<file path="src/hw/rtl/adsc_pkg.sv">
// Shared constants, types and the helper function of the area-average downscaler.
`default_nettype none
package adsc_pkg;

   localparam int MAX_COLS     = 4096;
   localparam int MAX_ROWS     = 4096;
   localparam int MAX_CHANNELS = 4;

   localparam int DIM_W  = 13;
   localparam int COL_W  = $clog2(MAX_COLS);
   localparam int ROW_W  = $clog2(MAX_ROWS);
   localparam int CH_W   = 3;
   localparam int PIX_W  = 8;
   localparam int ACC_W  = 32;
   localparam int PROD_W = 2 * DIM_W;
   localparam int DSH_W  = PROD_W + PIX_W - 1;
   localparam int QCNT_W = $clog2(PIX_W);
   localparam int FCNT_W = $clog2(DIM_W);
   localparam int IDX_W  = 3;

   localparam logic [IDX_W-1:0] CSR_SRC_WIDTH  = 3'd0;
   localparam logic [IDX_W-1:0] CSR_SRC_HEIGHT = 3'd1;
   localparam logic [IDX_W-1:0] CSR_BOX_WIDTH  = 3'd2;
   localparam logic [IDX_W-1:0] CSR_BOX_HEIGHT = 3'd3;
   localparam logic [IDX_W-1:0] CSR_CHANNELS   = 3'd4;

   typedef struct packed {
      logic [PROD_W-1:0] lt;
      logic [PROD_W-1:0] lb;
      logic [PROD_W-1:0] rt;
      logic [PROD_W-1:0] rb;
   } wprod_type;

   typedef struct packed {
      logic             clr;
      logic             capture;
      logic             lmul;
      logic             acc0;
      logic             acc1;
      logic             div_step;
      logic             emit;
      logic             row_done;
      logic             wr_nz;
      logic             rd_en;
      logic [COL_W-1:0] rd_addr;
      logic             wr_en;
      logic [COL_W-1:0] wr_addr;
   } lane_ctrl_type;

   typedef struct packed {
      logic              busy;
      logic [DIM_W-1:0]  w;
      logic [DIM_W-1:0]  h;
      logic [PROD_W-1:0] area;
   } fit_res_type;

   // Zero counts as one, anything above hi counts as hi.
   function automatic logic [DIM_W-1:0] clamp_dim(input logic [DIM_W-1:0] v,
                                                  input logic [DIM_W-1:0] hi);
      logic [DIM_W-1:0] r;
      if (v == '0) begin
         r = DIM_W'(1);
      end else if (v > hi) begin
         r = hi;
      end else begin
         r = v;
      end
      return r;
   endfunction

endpackage
`default_nettype wire

</file>
<file path="src/hw/rtl/adsc_fit.sv">
// Output size fitting: aspect-preserving fit of the box plus the pixel area product.
`default_nettype none
module adsc_fit (
   input  wire                          clock,
   input  wire                          reset,
   input  wire                          start,
   input  wire [adsc_pkg::DIM_W-1:0]    sw,
   input  wire [adsc_pkg::DIM_W-1:0]    sh,
   input  wire [adsc_pkg::DIM_W-1:0]    bw,
   input  wire [adsc_pkg::DIM_W-1:0]    bh,
   output adsc_pkg::fit_res_type        res
);

   typedef enum logic [4:0] {
      FIT_MUL  = 5'b00001,
      FIT_SEL  = 5'b00010,
      FIT_DIV  = 5'b00100,
      FIT_FIN  = 5'b01000,
      FIT_DONE = 5'b10000
   } fit_state_type;

   fit_state_type                     state_ff, state_in;
   logic [adsc_pkg::PROD_W-1:0]       p1_ff, p2_ff, area_ff;
   logic [adsc_pkg::PROD_W-1:0]       rem_ff, dsh_ff;
   logic [adsc_pkg::DIM_W-1:0]        q_ff, w_ff, h_ff;
   logic [adsc_pkg::FCNT_W-1:0]       cnt_ff;
   logic                              by_width_ff;
   logic                              ge;
   logic [adsc_pkg::DIM_W-1:0]        w_raw, h_raw;

   assign ge = rem_ff >= dsh_ff;

   always_comb begin
      state_in = state_ff;
      unique case (state_ff)
         FIT_MUL:  state_in = FIT_SEL;
         FIT_SEL:  state_in = FIT_DIV;
         FIT_DIV: begin
            if (cnt_ff == adsc_pkg::FCNT_W'(adsc_pkg::DIM_W - 1)) state_in = FIT_FIN;
         end
         FIT_FIN:  state_in = FIT_DONE;
         FIT_DONE: state_in = FIT_DONE;
         default:  state_in = FIT_DONE;
      endcase
      if (start) state_in = FIT_MUL;
   end

   always_ff @(posedge clock) begin
      if (reset) begin
         state_ff <= FIT_MUL;
      end else begin
         state_ff <= state_in;
      end
   end

   // The quotient lands on whichever side the comparison did not pin to the box.
   assign w_raw = by_width_ff ? bw : q_ff;
   assign h_raw = by_width_ff ? q_ff : bh;

   always_ff @(posedge clock) begin
      case (state_ff)
         FIT_MUL: begin
            p1_ff   <= adsc_pkg::PROD_W'(bw) * adsc_pkg::PROD_W'(sh);
            p2_ff   <= adsc_pkg::PROD_W'(bh) * adsc_pkg::PROD_W'(sw);
            area_ff <= adsc_pkg::PROD_W'(sw) * adsc_pkg::PROD_W'(sh);
         end
         FIT_SEL: begin
            by_width_ff <= p1_ff < p2_ff;
            rem_ff      <= (p1_ff < p2_ff) ? p1_ff : p2_ff;
            dsh_ff      <= adsc_pkg::PROD_W'((p1_ff < p2_ff) ? sw : sh)
                           << (adsc_pkg::DIM_W - 1);
            q_ff        <= '0;
            cnt_ff      <= '0;
         end
         FIT_DIV: begin
            if (ge) rem_ff <= rem_ff - dsh_ff;
            q_ff   <= {q_ff[adsc_pkg::DIM_W-2:0], ge};
            dsh_ff <= dsh_ff >> 1;
            cnt_ff <= cnt_ff + adsc_pkg::FCNT_W'(1);
         end
         FIT_FIN: begin
            w_ff <= adsc_pkg::clamp_dim(w_raw, sw);
            h_ff <= adsc_pkg::clamp_dim(h_raw, sh);
         end
         default: begin
         end
      endcase
   end

   assign res.busy = (state_ff != FIT_DONE);
   assign res.w    = w_ff;
   assign res.h    = h_ff;
   assign res.area = area_ff;

endmodule
`default_nettype wire

</file>
<file path="config.mk">
export PLATFORM = sky130hd
export DESIGN_NAME = adsc_fit
export DESIGN_NICKNAME = d
export VERILOG_FILES = /design/src/hw/rtl/adsc_pkg.sv /design/src/hw/rtl/adsc_fit.sv
export SDC_FILE = /design/constraint.sdc
export NUM_CORES = 2
export LEC_CHECK = 0
export ABC_AREA = 1
export BUFFER_PORTS_ARGS = -buffer_cell sky130_fd_sc_hd__buf_2
export CORE_UTILIZATION = 45
export DETAILED_ROUTE_END_ITERATION = 10
export MAX_ROUTING_LAYER = met4
export PLACE_DENSITY = 0.71
export SLEW_MARGIN = 20
export SYNTH_ARGS = -nofsm -noshare
export SYNTH_HDL_FRONTEND = slang
export SYNTH_SLANG_ARGS = --single-unit
</file>
<file path="constraint.sdc">
create_clock -name clock -period 12.3 [get_ports clock]
set_input_delay 1.23 -clock clock [delete_from_list [all_inputs] [get_ports clock]]
set_output_delay 1.23 -clock clock [all_outputs]
set_load 0.02 [all_outputs]
</file>
# Yosys cells after proc, flatten, opt, wreduce, memory -nomap -nowiden
# Cells that the tools add are included.
# W data, S select, Z words.
word_totals:
  reg_bits: 179
  inputBits: 55
  out_inout_bits: 53
  word_cells: 46
op_classes:
  n_addsub: 2
  n_mul: 3
  magnitude_cmp: 4
  n_eq_ne: 8
  muxes: 13
  n_reduce_logical: 5
op_table:
  columns: ["operator", "count"]
  rows:
  - ["$pmux W26 S2", 2]
  - ["$mul A13 B13 Y26", 3]
  - ["$mux W13", 5]
  - ["$mux W26", 2]
  - ["$ge A26 B26 Y1", 1]
  - ["$gt A13 B13 Y1", 2]
  - ["$logic_not A13 Y1", 2]
  - ["$lt A26 B26 Y1", 1]
  - ["$pmux W13 S2", 1]
  - ["$sub A26 B26 Y26", 1]
  - ["$pmux W5 S3", 1]
  - ["$pmux W4 S2", 1]
  - ["$eq A5 B1 Y1 const B", 1]
  - ["$eq A5 B2 Y1 const B", 1]
  - ["$eq A5 B3 Y1 const B", 1]
  - ["$eq A5 B4 Y1 const B", 1]
  - ["$mux W5", 1]
  - ["$ne A5 B5 Y1 const B", 1]
  - ["$add A4 B1 Y4 const B", 1]
  - ["$eq A4 B4 Y1 const B", 1]
  - ["$ne A2 B2 Y1 const B", 2]
  - ["$reduce_and A2 Y1", 1]
  - ["$reduce_bool A2 Y1", 1]
  - ["$reduce_or A2 Y1", 1]

# Logic depth before layout (Yosys ltp)
logic_depth:
  depth_word: 3
  mapped_depth: 24
  ltp_nobuf: 22

# Least setup slack after synthesis
# No wires, ideal clock.
synth_timing:
  kind: "register -> register"
  from: "register state_ff[3]"
  to: "register area_ff[0] (netlist bit), enable pin"
  setup_time_ns: 0.713
  arrival_time_ns: 7.999
  required_ns: 11.587
  setup_slack_ns: 3.588
  path_stages_with_launch: 4
  n_path_buf: 0
  period_less_slack_ns: 8.712
  path_cell_list: "dfxtp_1 -> nor2_1 -> inv_1 -> nor4_1"
synth_via:
  elab_chain_len: 1
synth_rtl:
  columns: ["item", "line", "source"]
  rows:
  - ["from (decl)", "adsc_fit.sv:22", "fit_state_type state_ff, state_in;"]
  - ["from (signal assigned)", "adsc_fit.sv:52", "state_ff <= state_in;"]
  - ["$eq A5 B1 Y1", "adsc_fit.sv:61", "case (state_ff)"]
  - ["to (signal assigned)", "adsc_fit.sv:65", "area_ff <= adsc_pkg::PROD_W'(sw) * adsc_pkg::PROD_W'(sh);"]
  - ["to (decl)", "adsc_fit.sv:23", "logic [adsc_pkg::PROD_W-1:0] p1_ff, p2_ff, area_ff;"]
# Every way passes these cells.
# A chain may end at the register's enable or synchronous reset.

# Final worst setup path
layout_timing:
  from: "input sh[4] (netlist bit)"
  to: "register area_ff[25] (netlist bit) (data pin)"
layout_via:
  elab_chain_len: 1
layout_rtl:
  columns: ["item", "line", "source"]
  rows:
  - ["from (decl)", "adsc_fit.sv:8", "input wire [adsc_pkg::DIM_W-1:0] sh,"]
  - ["$mul A13 B13 Y26", "adsc_fit.sv:65", null]
# Every way passes these cells.

==> metrics.md <==
| Metric | Value |
|---|---|
| WP data required | `12.57 ns` |
| # resized after CTS | `0` |
| Met2 usage | `between 40% and 50%` |
| Global-route wire length before repair | `123 mm` |
| Buffers added on ports | `approximately 110` |
| Slew @ Worst Pin | `0.836 ns` |
| Worst hold stages | `2` |
| Setup Skew | `0.0142 ns` |
| Max stage delay on crit path | `roughly 0.60 ns` |
| Mapped cell area | `28600 µm²` |
| Slew HR | `a little over two fifths` |
| RSZ-0062 raised after global routing | `false` |
| Critical Path Sink | `area_ff[25]$_DFFE_PP_` |
| Final Hold Vio Count | `0` |
| Pwr dens | `about 230 nW/µm²` |
| Final core utilization | `about half` |
| Layout cells sized above 1 | `under 10%` |
| Worst-path clk slew | `approximately 0.09 ns` |
| Worst-path cell chain | `buf_2, nand2_1, fa_1, fa_1, fa_1, inv_1, fa_1, inv_1, fa_1, inv_1, ha_1, nand2_1, nor2_1, nand2_1, o21ai_0, nand2_1, nand3b_1, nand2_1` |
| Pre-CTS setup slack | `5.96 ns` |
| Cell count after synthesis | `between 3000 and 4000` |
| CTS Buf Count | `17` |
| Critical Path Source | `sh[4]` |
| Levels on crit path | `18` |
| FF-to-FF setup slack | `8.60 ns` |
| Number of global-route vias before repair | `23200` |
| Setup TNS Final | `0 ns` |
| Skew-Pair Late Insertion Delay | `0.51 ns` |
| Worst R2R End | `h_ff[4]$_SDFFCE_PN0N_` |
| Crit-path max FO | `28` |
| Sequential-to-total area share from yosys stat | `18.5%` |
| Total chip power | `approximately 6.8 mW` |
| All-layer global routing usage | `25.4%` |
| Hold Buf Count CTS | `0` |
| Sequential share of power | `about 17%` |
| Die Height | `approximately 250 µm` |
| Clock Tree Root | `clkbuf_16` |
| FF-to-FF path depth | `12` |
| Outcome | `complete, no violations` |
| Largest net degree at the start of global routing | `74` |
| Sw frac | `between 50% and 60%` |
| Period minus WS final | `~6 ns` |
| Library cells used by synthesis | `40` |
| GPL Wtd Cong | `0.941` |
| Register area | `5300 µm²` |
| CTS tree | `yes` |
| Clock power share | `just under 9%` |
| LEAKAGE | `roughly 18 nW` |
| Vias | `approximately 23000` |
| Met1 usage | `between 30% and 40%` |
| GRT Max-Usage Layer | `met2` |
| Layout filler cell count | `roughly 6200` |
| Nets@finish | `between 4000 and 5000` |
| Met3 Use GR | `3.31%` |
| Post-route setup slack | `around 6.4 ns` |
| #FFs+latches synth | `178` |
| DP HPWL | `between 50 and 60 mm` |
| Fin. max-slew vios | `0` |
| Final non-filler cell total | `between 4000 and 5000` |
| Syn-to-layout area delta | `6.21%` |
| Core box area | `between 60000 and 70000 µm²` |
| Final setup fails | `0` |
| Worst path top cell family by delay | `adder cells` |
| Drc violations | `0` |
| Routed len/inst | `around 16 µm` |
| Worst min path class | `register to register` |
| Iter 0 DRT Violations | `1869` |
| # rows | `approximately 90` |
| Drt pass-1 iters | `5` |
| Period utilization | `between 40% and 50%` |
| Placed Instances | `approximately 4600` |
| Worst Path Buf+Inv | `4` |
| Critical path arrival | `about 6.1 ns` |
| Die X | `around 250 µm` |
| Syn Area/Cell | `7.47 µm²` |
| RR Startpoint | `by_width_ff$_DFFE_PP_` |
| Slowest-stage cell, CP | `fa_1` |
| GRT overflow | `0` |
| Syn nets | `about 4500` |
| Initial antenna violation count | `3` |
| Max Cap Violations | `0` |
| Power Internal | `3.13 mW` |
| Drt total wl | `around 76 mm` |
| CP startpoint kind | `primary input` |
| Routed Antenna Nets | `0` |
| Synthesis Warnings | `0` |
| Comb pwr share | `74.6%` |
| Multi-input logic area | `about 19000 µm²` |
| CTS Buffer Depth | `2` |
| VDD IR max | `~0.31 mV` |
| Critical path class | `primary input to register` |
| Net switching power | `about 3.7 mW` |
| Starting Density | `45.5%` |
| Die Footprint | `around 65000 µm²` |
| Setup bufs post-CTS | `0` |
| DR vias/cell | `around 5.0` |
| Fmax | `0.170 GHz` |
| Setup crit end kind | `register` |
| Clock H-tree levels | `4` |
| # IOs | `around 110` |
| CTS sink cnt | `178` |
## cells by family (layout without fill, tap and decap cells)
group | after synthesis | after routing | synth area share, %
AND/OR/NAND/NOR | 1503 | 1503 | 21.2
buffers and inverters | 1218 | 1228 | 16.1
flip-flops | 178 | 178 | 18.5
AO/OA/AOI/OAI | 206 | 206 | 3.95
other | 0 | 1 | 0
adder cells (fa/ha/maj) | 655 | 655 | 38.2
XOR/XNOR | 63 | 63 | 1.93
## per-layer routing
| layer | share of wire, % | vias to the layer above | routed length, µm |
|---|---|---|---|
| li1 | - | 11300 | - |
| met1 | 43 | 11200 | 32600 |
| met2 | 48 | 813 | 36000 |
| met4 | 2.6 | 0 | 1980 |
| met5 | 0 | - | 0 |
| met3 | 6.6 | 120 | 5000 |
## sequential cells by signal, summed over array words and instances, names as in the netlist
name and flops:
by_width_ff 1, p2_ff 26, p1_ff 26, area_ff 26, dsh_ff 25, q_ff 13, cnt_ff 4, state_ff 5
h_ff 13, w_ff 13, rem_ff 26
## synthesized netlist by cell type, drive strengths merged
cell	instances	area share [%]
nor2	186	2.4
dfxtp	5	0.35
ha	291	13
xor2	49	1.5
a21boi	3	0.079
o21a	7	0.18
fa	364	26
and2	4	0.088
and3	2	0.044
o21ai	66	1.2
clkbuf	93	1.2
or2	14	0.31
nand2	1055	14
inv	1078	14
o211a	1	0.035
o211ai	2	0.053
xnor2	14	0.43
nor3	23	0.42
nand3b	4	0.11
a21o	13	0.34
a21oi	105	1.9
edfxtp	173	18
nand3	184	3.2
nand4	24	0.53
nor4	7	0.21
buf	47	0.72
o21bai	7	0.18
a31oi	2	0.044
## power by group through the flow
stage | Sequential [mW] | Combinational [mW] | Clock, mW
4_1_cts | 1.14 | 5.07 | 0.612
2_1_floorplan | 1.16 | 3.66 | 0
3_3_place_gp | 1.15 | 5.01 | 0
3_5_place_dp | 1.15 | 5.00 | 0
6_report | 1.13 | 5.11 | 0.604
5_1_grt | 1.14 | 5.84 | 0.634
## worst reg2reg max path: stages (launching register included)
cell	delay (ns)
edfxtp_1	0.33
buf_4	0.32
inv_2	0.27
or2_1	0.30
o21ai_2	0.08
inv_1	0.06
ha_1	0.32
nand4_1	0.14
nor2_1	0.19
nand4_1	0.46
nand2_1	0.52
nor2_1	0.08
nor2_1	0.40
## placed cells by master, fill, tap and decap left out, types with 5 or more instances in the layout
cell / n
nand2_1: 1054
fa_1: 364
xor2_1: 49
clkbuf_16: 17
nor3_1: 22
dfxtp_1: 5
or2_2: 6
nand4_1: 24
o21a_1: 7
o21ai_1: 14
nand3_1: 184
o21ai_0: 50
inv_1: 1074
nor2_1: 185
nor4_1: 5
edfxtp_1: 173
a21o_1: 13
buf_4: 11
xnor2_1: 14
o21bai_1: 7
a21oi_1: 104
buf_2: 107
ha_1: 291
## worst min path at each step
stage / startpoint / endpoint / slack (ns)
floorplan: dsh_ff[13]$_DFFE_PN_ / dsh_ff[12]$_DFFE_PN_ / 0.52
global placement: dsh_ff[14]$_DFFE_PN_ / dsh_ff[13]$_DFFE_PN_ / 0.53
detailed placement: dsh_ff[14]$_DFFE_PN_ / dsh_ff[13]$_DFFE_PN_ / 0.54
CTS: dsh_ff[14]$_DFFE_PN_ / dsh_ff[13]$_DFFE_PN_ / 0.56
global route: dsh_ff[14]$_DFFE_PN_ / dsh_ff[13]$_DFFE_PN_ / 0.58
finish: dsh_ff[14]$_DFFE_PN_ / dsh_ff[13]$_DFFE_PN_ / 0.56
## cell type report
type                    count  share of cell area, %
diodes                      1                0.00825
clock buffers              17                   1.40
clock inverters            15                  0.701
inverters                1078                   13.3
multi-input cells        2427                   61.6
flip-flops and latches    178                   17.5
well taps                 846                   3.49
repair buffers            118                   2.04
## per-stage QoR
step | hold WS [ns] | instance area (µm²)
after global routing | 0.579 | 30300
after global placement | 0.533 | 29700
after floorplan | 0.520 | 28600
final | 0.559 | 30300
after detailed placement | 0.541 | 29700
after CTS | 0.561 | 30300
No activity file was read; power rests on OpenSTA's default activity.
